`config.mk`:
```
export PLATFORM = sky130hd
export DESIGN_NAME = q24a_front
export DESIGN_NICKNAME = d
export VERILOG_FILES = /design/src/q24a_pkg.sv /design/src/q24a_front.sv
export SDC_FILE = /design/constraint.sdc
export NUM_CORES = 2
export LEC_CHECK = 0
export ABC_CLOCK_PERIOD_IN_PS = 17690
export BUFFER_PORTS_ARGS = -buffer_cell sky130_fd_sc_hd__buf_4
export CAP_MARGIN = 30
export CORE_AREA = 2 2 335 337
export DETAILED_ROUTE_END_ITERATION = 16
export DIE_AREA = 0 0 337 339
export PLACE_DENSITY = 0.77
export SETUP_SLACK_MARGIN = 0.1
export SLEW_MARGIN = 20
export SYNTH_ARGS = -nofsm -noshare
export SYNTH_HDL_FRONTEND = slang
export SYNTH_SLANG_ARGS = --single-unit
```
`constraint.sdc`:
```
create_clock -name clock -period 17.69 [get_ports clock]
set_input_delay 3.538 -clock clock [delete_from_list [all_inputs] [get_ports clock]]
set_output_delay 3.538 -clock clock [all_outputs]
set_load 0.01 [all_outputs]
```
`src/q24a_pkg.sv`:
```
// Shared types, opcodes and saturation helpers for the Q24.8 fixed-point ALU.
// Used by q24a_front, q24a_div and q24_8_fixed_point_alu; depends on nothing.
`default_nettype none

package q24a_pkg;

   localparam int WORD_W = 32;

   localparam logic [WORD_W-1:0] MAX_VAL = {1'b0, {(WORD_W-1){1'b1}}};
   localparam logic [WORD_W-1:0] MIN_VAL = {1'b1, {(WORD_W-1){1'b0}}};

   // Operation codes.
   typedef enum logic [3:0] {
      CMD_ADD       = 4'd0,
      CMD_SUB       = 4'd1,
      CMD_MUL       = 4'd2,
      CMD_DIV       = 4'd3,
      CMD_MIN       = 4'd4,
      CMD_MAX       = 4'd5,
      CMD_CMP       = 4'd6,
      CMD_INC       = 4'd7,
      CMD_DEC       = 4'd8,
      CMD_TOINT     = 4'd9,
      CMD_FROMINT   = 4'd10,
      CMD_FROMFLOAT = 4'd11
   } cmd_type;

   // Control and partial result that travel down the pipeline.
   typedef struct packed {
      logic              valid;
      logic [WORD_W-1:0] result;
      logic              lt;
      logic              eq;
      logic              gt;
      logic              ovf;
      logic              dbz;
      logic              is_div;
      logic              neg;
   } ctl_type;

   // Saturates a 33-bit signed sum to the word range; bit 32 of the return is overflow.
   function automatic logic [WORD_W:0] sat33(input logic [WORD_W:0] s);
      logic [WORD_W:0] r;
      if (s[WORD_W] != s[WORD_W-1]) begin
         r = {1'b1, (s[WORD_W] ? MIN_VAL : MAX_VAL)};
      end else begin
         r = {1'b0, s[WORD_W-1:0]};
      end
      return r;
   endfunction

   // Applies a sign to a magnitude and saturates; bit 32 of the return is overflow.
   function automatic logic [WORD_W:0] sat_mag64(input logic neg, input logic [63:0] mag);
      logic [WORD_W:0] r;
      if (!neg) begin
         if (mag > 64'(MAX_VAL)) r = {1'b1, MAX_VAL};
         else r = {1'b0, mag[WORD_W-1:0]};
      end else if (mag > 64'(MIN_VAL)) begin
         r = {1'b1, MIN_VAL};
      end else begin
         r = {1'b0, (~mag[WORD_W-1:0]) + 32'd1};
      end
      return r;
   endfunction

endpackage

`default_nettype wire

```
`src/q24a_front.sv`:
```
// Front end of the ALU: three register stages that decode the transaction, finish
// every operation except divide, and prepare divider operands. Depends on q24a_pkg.
`default_nettype none

module q24a_front #(
   parameter int FRAC_BITS = 8
) (
   input  wire                    clock,
   input  wire                    reset,
   input  wire                    in_valid,
   input  wire  [3:0]             cmd,
   input  wire  signed [31:0]     operand_a,
   input  wire  signed [31:0]     operand_b,
   output q24a_pkg::ctl_type      out_ctl,
   output logic [32+FRAC_BITS-1:0] out_num,
   output logic [31:0]            out_den
);

   localparam int NUM_W = 32 + FRAC_BITS;
   localparam logic [63:0] HALF = (64'd1 << FRAC_BITS) >> 1;
   localparam logic [32:0] LOW_MASK = (33'd1 << FRAC_BITS) - 33'd1;

   // Stage 1 combinational decode.
   q24a_pkg::ctl_type s1_in;
   logic              is_mul_in;
   logic [NUM_W-1:0]  num_in;
   logic [31:0]       den_in;
   logic [31:0]       mag_a;
   logic [32:0]       add_s, sub_s, inc_s, dec_s, toint_s, sat_r;
   logic signed [31:0] fi_top;
   logic              f_neg;
   logic [7:0]        f_ex;
   logic [23:0]       f_m;
   logic signed [9:0] f_s;
   logic [9:0]        f_sh;
   logic [63:0]       f_mag;
   logic [25:0]       f_rnd;
   logic [32:0]       f_r;

   always_comb begin
      s1_in        = '0;
      s1_in.valid  = in_valid;
      is_mul_in    = 1'b0;
      mag_a        = operand_a[31] ? (~operand_a) + 32'd1 : operand_a;
      den_in       = operand_b[31] ? (~operand_b) + 32'd1 : operand_b;
      num_in       = NUM_W'(mag_a) << FRAC_BITS;
      add_s        = {operand_a[31], operand_a} + {operand_b[31], operand_b};
      sub_s        = {operand_a[31], operand_a} - {operand_b[31], operand_b};
      inc_s        = {operand_a[31], operand_a} + 33'd1;
      dec_s        = {operand_a[31], operand_a} - 33'd1;
      toint_s      = {operand_a[31], operand_a} + (operand_a[31] ? LOW_MASK : 33'd0);
      fi_top       = operand_a >>> (31 - FRAC_BITS);
      sat_r        = '0;

      // Conversion from IEEE single.
      f_neg = operand_a[31];
      f_ex  = operand_a[30:23];
      f_m   = (f_ex != 8'd0) ? {1'b1, operand_a[22:0]} : {1'b0, operand_a[22:0]};
      f_s   = (f_ex != 8'd0) ? ($signed({2'b00, f_ex}) - 10'sd150 + 10'(FRAC_BITS))
                             : (-10'sd149 + 10'(FRAC_BITS));
      f_sh  = -f_s;
      f_mag = '0;
      f_rnd = (26'(f_m) + ((26'd1 << f_sh[4:0]) >> 1)) >> f_sh[4:0];
      if (f_ex == 8'hFF) begin
         f_r = (operand_a[22:0] != 23'd0) ? {1'b1, 32'd0}
                                          : {1'b1, (f_neg ? q24a_pkg::MIN_VAL
                                                          : q24a_pkg::MAX_VAL)};
      end else if (f_m == 24'd0) begin
         f_r = '0;
      end else if (f_s >= 10'sd0) begin
         if (f_s > 10'sd31) begin
            f_r = {1'b1, (f_neg ? q24a_pkg::MIN_VAL : q24a_pkg::MAX_VAL)};
         end else begin
            f_mag = 64'(f_m) << f_s[4:0];
            f_r   = q24a_pkg::sat_mag64(f_neg, f_mag);
         end
      end else if (f_sh >= 10'd25) begin
         f_r = '0;
      end else begin
         f_mag = 64'(f_rnd);
         f_r   = q24a_pkg::sat_mag64(f_neg, f_mag);
      end

      case (q24a_pkg::cmd_type'(cmd))
         q24a_pkg::CMD_ADD: begin
            sat_r = q24a_pkg::sat33(add_s);
            s1_in.result = sat_r[31:0];
            s1_in.ovf    = sat_r[32];
         end
         q24a_pkg::CMD_SUB: begin
            sat_r = q24a_pkg::sat33(sub_s);
            s1_in.result = sat_r[31:0];
            s1_in.ovf    = sat_r[32];
         end
         q24a_pkg::CMD_MUL: begin
            is_mul_in = 1'b1;
         end
         q24a_pkg::CMD_DIV: begin
            if (operand_b == 32'sd0) begin
               s1_in.dbz    = 1'b1;
               s1_in.result = operand_a[31] ? q24a_pkg::MIN_VAL : q24a_pkg::MAX_VAL;
            end else begin
               s1_in.is_div = 1'b1;
               s1_in.neg    = operand_a[31] ^ operand_b[31];
            end
         end
         q24a_pkg::CMD_MIN: begin
            s1_in.result = (operand_a < operand_b) ? operand_a : operand_b;
         end
         q24a_pkg::CMD_MAX: begin
            s1_in.result = (operand_a >= operand_b) ? operand_a : operand_b;
         end
         q24a_pkg::CMD_CMP: begin
            s1_in.lt = operand_a < operand_b;
            s1_in.eq = operand_a == operand_b;
            s1_in.gt = operand_a > operand_b;
         end
         q24a_pkg::CMD_INC: begin
            sat_r = q24a_pkg::sat33(inc_s);
            s1_in.result = sat_r[31:0];
            s1_in.ovf    = sat_r[32];
         end
         q24a_pkg::CMD_DEC: begin
            sat_r = q24a_pkg::sat33(dec_s);
            s1_in.result = sat_r[31:0];
            s1_in.ovf    = sat_r[32];
         end
         q24a_pkg::CMD_TOINT: begin
            s1_in.result = 32'($signed(toint_s) >>> FRAC_BITS);
         end
         q24a_pkg::CMD_FROMINT: begin
            if (fi_top == 32'sd0 || fi_top == -32'sd1) begin
               s1_in.result = operand_a << FRAC_BITS;
            end else begin
               s1_in.ovf    = 1'b1;
               s1_in.result = operand_a[31] ? q24a_pkg::MIN_VAL : q24a_pkg::MAX_VAL;
            end
         end
         q24a_pkg::CMD_FROMFLOAT: begin
            s1_in.result = f_r[31:0];
            s1_in.ovf    = f_r[32];
         end
         default: begin
            s1_in.result = '0;
         end
      endcase
   end

   // Stage 1 registers; the multiplier output is registered here.
   q24a_pkg::ctl_type  s1_ctl_ff;
   logic               s1_mul_ff;
   logic signed [63:0] s1_prod_ff;
   logic [NUM_W-1:0]   s1_num_ff;
   logic [31:0]        s1_den_ff;

   always_ff @(posedge clock) begin
      s1_mul_ff  <= is_mul_in;
      s1_prod_ff <= operand_a * operand_b;
      s1_num_ff  <= num_in;
      s1_den_ff  <= den_in;
      if (reset) begin
         s1_ctl_ff <= '0;
      end else begin
         s1_ctl_ff <= s1_in;
      end
   end

   // Stage 2: magnitude of the product plus the rounding half in one adder.
   logic [63:0] s2_sum_in;
   assign s2_sum_in = s1_prod_ff[63] ? ((~s1_prod_ff) + (HALF + 64'd1))
                                     : (s1_prod_ff + HALF);

   q24a_pkg::ctl_type s2_ctl_ff;
   logic              s2_mul_ff;
   logic              s2_neg_ff;
   logic [63:0]       s2_sum_ff;
   logic [NUM_W-1:0]  s2_num_ff;
   logic [31:0]       s2_den_ff;

   always_ff @(posedge clock) begin
      s2_mul_ff <= s1_mul_ff;
      s2_neg_ff <= s1_prod_ff[63];
      s2_sum_ff <= s2_sum_in;
      s2_num_ff <= s1_num_ff;
      s2_den_ff <= s1_den_ff;
      if (reset) begin
         s2_ctl_ff <= '0;
      end else begin
         s2_ctl_ff <= s1_ctl_ff;
      end
   end

   // Stage 3: scale down the product and saturate.
   logic [32:0]       mul_r;
   q24a_pkg::ctl_type s3_in;

   always_comb begin
      mul_r = q24a_pkg::sat_mag64(s2_neg_ff, s2_sum_ff >> FRAC_BITS);
      s3_in = s2_ctl_ff;
      if (s2_mul_ff) begin
         s3_in.result = mul_r[31:0];
         s3_in.ovf    = mul_r[32];
      end
   end

   q24a_pkg::ctl_type s3_ctl_ff;
   logic [NUM_W-1:0]  s3_num_ff;
   logic [31:0]       s3_den_ff;

   always_ff @(posedge clock) begin
      s3_num_ff <= s2_num_ff;
      s3_den_ff <= s2_den_ff;
      if (reset) begin
         s3_ctl_ff <= '0;
      end else begin
         s3_ctl_ff <= s3_in;
      end
   end

   assign out_ctl = s3_ctl_ff;
   assign out_num = s3_num_ff;
   assign out_den = s3_den_ff;

endmodule

`default_nettype wire

```
==> run_results.csv <==
group,metric,value,unit
logic_synthesis,syn_area,66000,um^2
global_route,antenna_found_initial,33,
placement,dpl.hpwl,200000,um
clock_network,clkTransAtPathRegs,60,ps
critical_path,setup.worst_path.start_class,"input pin",
layout,layout.nets,9353,
clock_network,cts_root_buffer,"clkbuf_16",
critical_path,rrSetupSlack,11750,ps
global_route,grt_overflow,0,
global_route,grt.total_usage,46.6,%
detailed_routing,drt-pass1-iter-count,8,
sta,relSlewSlack,25.6,%
floorplan,die_w,337,um
critical_path,critPathSlowestCell,"o31ai_1",
placement,placed_cells,9338,
detailed_routing,totalWireLength,263000,um
clock_network,ctsHoldBuffers,0,
sta,skew,22.6,ps
sta,fmax,0.0782,GHz
placement,place.gp.congestion,1.07,
clock_network,cts.repair.resized,0,
clock_network,cts_tree,"yes",
sta,setup_viol,0,
detailed_routing,drt_iter0_drc,7331,
detailed_routing,postRouteAntennaNets,0,
logic_synthesis,synth_compound_gate_area_share,14.4,%
floorplan,pin_count,183,
sta,slew_violations,0,
layout,drive_gt1_share,6.12,%
detailed_routing,wire_per_inst,27.9,um
logic_synthesis,syn_area_per_cell,8.19,um^2
logic_synthesis,synth_edf_count,0,
critical_path,critPathKind,"in -> reg",
logic_synthesis,muxShareOfSynthArea,0.643,%
global_route,grt_max_degree,108,
logic_synthesis,synth_top_family_by_area,"adder cells",
run,max-cap-violations,0,
logic_synthesis,yosys_warnings,0,
critical_path,critPathMostFrequentCell,"fa_1",
floorplan,fp-row-count,122,
clock_network,cts_buffers,45,
floorplan,start_util,59.8,%
critical_path,path_buf_inv,7,
logic_synthesis,synth_seq_area_share,13.2,%
clock_network,clk_latency,680,ps
placement,numPortBuffers,174,
critical_path,path_delay_family,"adder cells",
layout,syn_to_final_growth,5.95,%
logic_synthesis,ys_async_sr_fraction,0,%
critical_path,crit_path_end_kind,"flip-flop",
detailed_routing,drc,0,
layout,final_cells,9451,
sta,timing.final.crit_share,72.3,%
sta,hold_viol_final,0,
floorplan,die_y,339,um
sta,setup_tns,0,ps
layout,fill_cells,9461,
floorplan,dieArea,114000,um^2
critical_path,cp_slowest_stage_delay,790,ps
logic_synthesis,yosys.area_share.simple,18.3,%
global_route,grt_pass1_vias,60973,
outcome,outcome,"complete, no violations",
clock_network,clkSinkCount,435,
global_route,grt_pass1_wl,391000,um
logic_synthesis,ys.flop_type,"dfxtp_1",
sta,rsz0062_at_grt,"no",
logic_synthesis,ys_ff_latch,435,
sta,post-route-min-period,12790,ps
critical_path,worstPathRequired,18260,ps
detailed_routing,viasPerCell,6.44,
floorplan,design.core.area,110000,um^2
logic_synthesis,ys_types,107,
detailed_routing,vias,60901,
clock_network,h-tree-depth,2,
logic_synthesis,synth_fa_ha_area_share,38.5,%
logic_synthesis,synth-xor-area-share,4.82,%
clock_network,clockBufferDepth,3,
logic_synthesis,syn_inst,8052,
clock_network,postCtsSetupRepairBufs,0,
sta,worstMarginPinSlew,1110,ps
critical_path,crit_arrival,13350,ps
min_path,hold_path_class,"reg -> reg",
critical_path,crit_fanout,35,
-- worst reg2reg max path: cells and delay by family (launching register included) --
kind | cells | cell delay, ps
adder cells (fa/ha/maj) | 1 | 210
flip-flops | 1 | 360
buffers and inverters | 1 | 150
AND/OR/NAND/NOR | 11 | 3820
AO/OA/AOI/OAI | 3 | 1320
-- metal layers --
layer	vias to the layer above	wire length, um	global-route usage [%]
met3	1240	34700	16.2
met5	-	341	0.766
met1	29838	91600	56.5
li1	25640	-	-
met2	4157	110000	67.2
met4	26	26500	36.9
-- placed cells by master, fill, tap and decap left out, types with 20 or more instances in the layout --
cell,netlist,final
a21oi_1,404,403
fa_1,1085,1084
o221ai_1,29,29
or3_1,59,59
nor2_1,612,611
nor3_1,164,163
o21ai_1,26,27
inv_1,1247,1246
a21o_1,77,77
buf_4,8,288
mux2i_1,30,30
dfxtp_1,435,433
nor4_1,57,55
nor3b_1,30,30
or2_2,28,28
a31oi_1,59,59
o31ai_1,43,43
o21a_1,45,45
ha_1,294,293
o22ai_1,35,35
and3_1,47,47
o21bai_1,27,27
clkbuf_16,0,45
nand3_1,117,117
xnor2_1,264,262
nand2b_1,60,59
o211ai_1,52,52
a211oi_1,84,84
nor2b_1,77,77
or4_1,20,20
xor2_1,99,98
and2_1,146,146
o21ai_0,286,284
nand4_1,54,54
nand2_1,1086,1086
diode_2,0,28
a2111oi_0,28,27
-- area by class of cell --
class	instances	area [um^2]	area share [%]
multi-input cells	5858	50700	72.5
flip-flops and latches	435	8710	12.5
inverters	1263	4740	6.78
repair buffers	300	2280	3.26
well taps	1488	1860	2.66
clock buffers	61	1300	1.85
clock inverters	18	263	0.376
diodes	28	70.1	0.100
-- synth_stat cells, types with 35 or more instances --
master / n / area (um^2)
a211oi_1: 84 / 631
a21o_1: 77 / 578
o21a_1: 45 / 338
nor3_1: 164 / 821
a21oi_1: 404 / 2020
nor2_1: 612 / 2300
and3_1: 47 / 294
xor2_1: 99 / 867
a31oi_1: 59 / 369
nand3_1: 117 / 586
nor2b_1: 77 / 482
and2_1: 146 / 913
dfxtp_1: 435 / 8710
o22ai_1: 35 / 219
xnor2_1: 264 / 2310
nand2b_1: 60 / 375
inv_1: 1247 / 4680
nand4_1: 54 / 338
or3_1: 59 / 369
o31ai_1: 43 / 323
clkbuf_1: 371 / 1390
o21ai_0: 286 / 1430
ha_1: 294 / 3680
fa_1: 1085 / 21700
buf_1: 96 / 360
nand2_1: 1086 / 4080
o211ai_1: 52 / 390
nor4_1: 57 / 357
-- per-stage QoR --
stage / worst slack (ps) / area [um^2] / hold slack (ps) / utilization, %
floorplan: 4820 / 66000 / 310 / -
global placement: 4530 / 68100 / 310 / 61.7
detailed placement: 4420 / 68200 / 312 / 61.8
CTS: 5090 / 69700 / 323 / 63.2
global route: 4420 / 69800 / 325 / 63.3
finish: 4900 / 69900 / 323 / 63.3
-- sequential cells by signal, summed over array words and instances, names as in the netlist --
register / flops
s2_num_ff: 32
out_ctl: 40
s1_den_ff: 32
s1_prod_ff: 64
s2_neg_ff: 1
s2_ctl_ff: 40
s1_num_ff: 32
out_den: 32
s1_ctl_ff: 40
s2_den_ff: 32
s2_sum_ff: 56
out_num: 32
s1_mul_ff: 1
s2_mul_ff: 1
-- logic make-up (layout without fill, tap and decap cells) --
family / count (synthesis) / count (layout)
xor+xnor: 363 / 363
compound gates: 1448 / 1448
fa+ha+maj: 1379 / 1379
simple gates: 2621 / 2621
other cells: 1 / 36
flops: 435 / 435
buf+inv: 1766 / 1642
mux: 39 / 39
-- worst paths after layout --
check | endpoint | from | cells past startpoint
worst max-delay path | s1_prod_ff[62] | operand_a[7] | 30
worst min-delay path | out_num[21] | s2_num_ff[21] | 0
worst max register to register | out_ctl[27] | s2_sum_ff[8] | 16
worst min register to register | out_num[21] | s2_num_ff[21] | 0
Power is left out: the tool's default activity adds up to more than one toggle a clock period on the data nets, which glitch-free logic cannot reach.
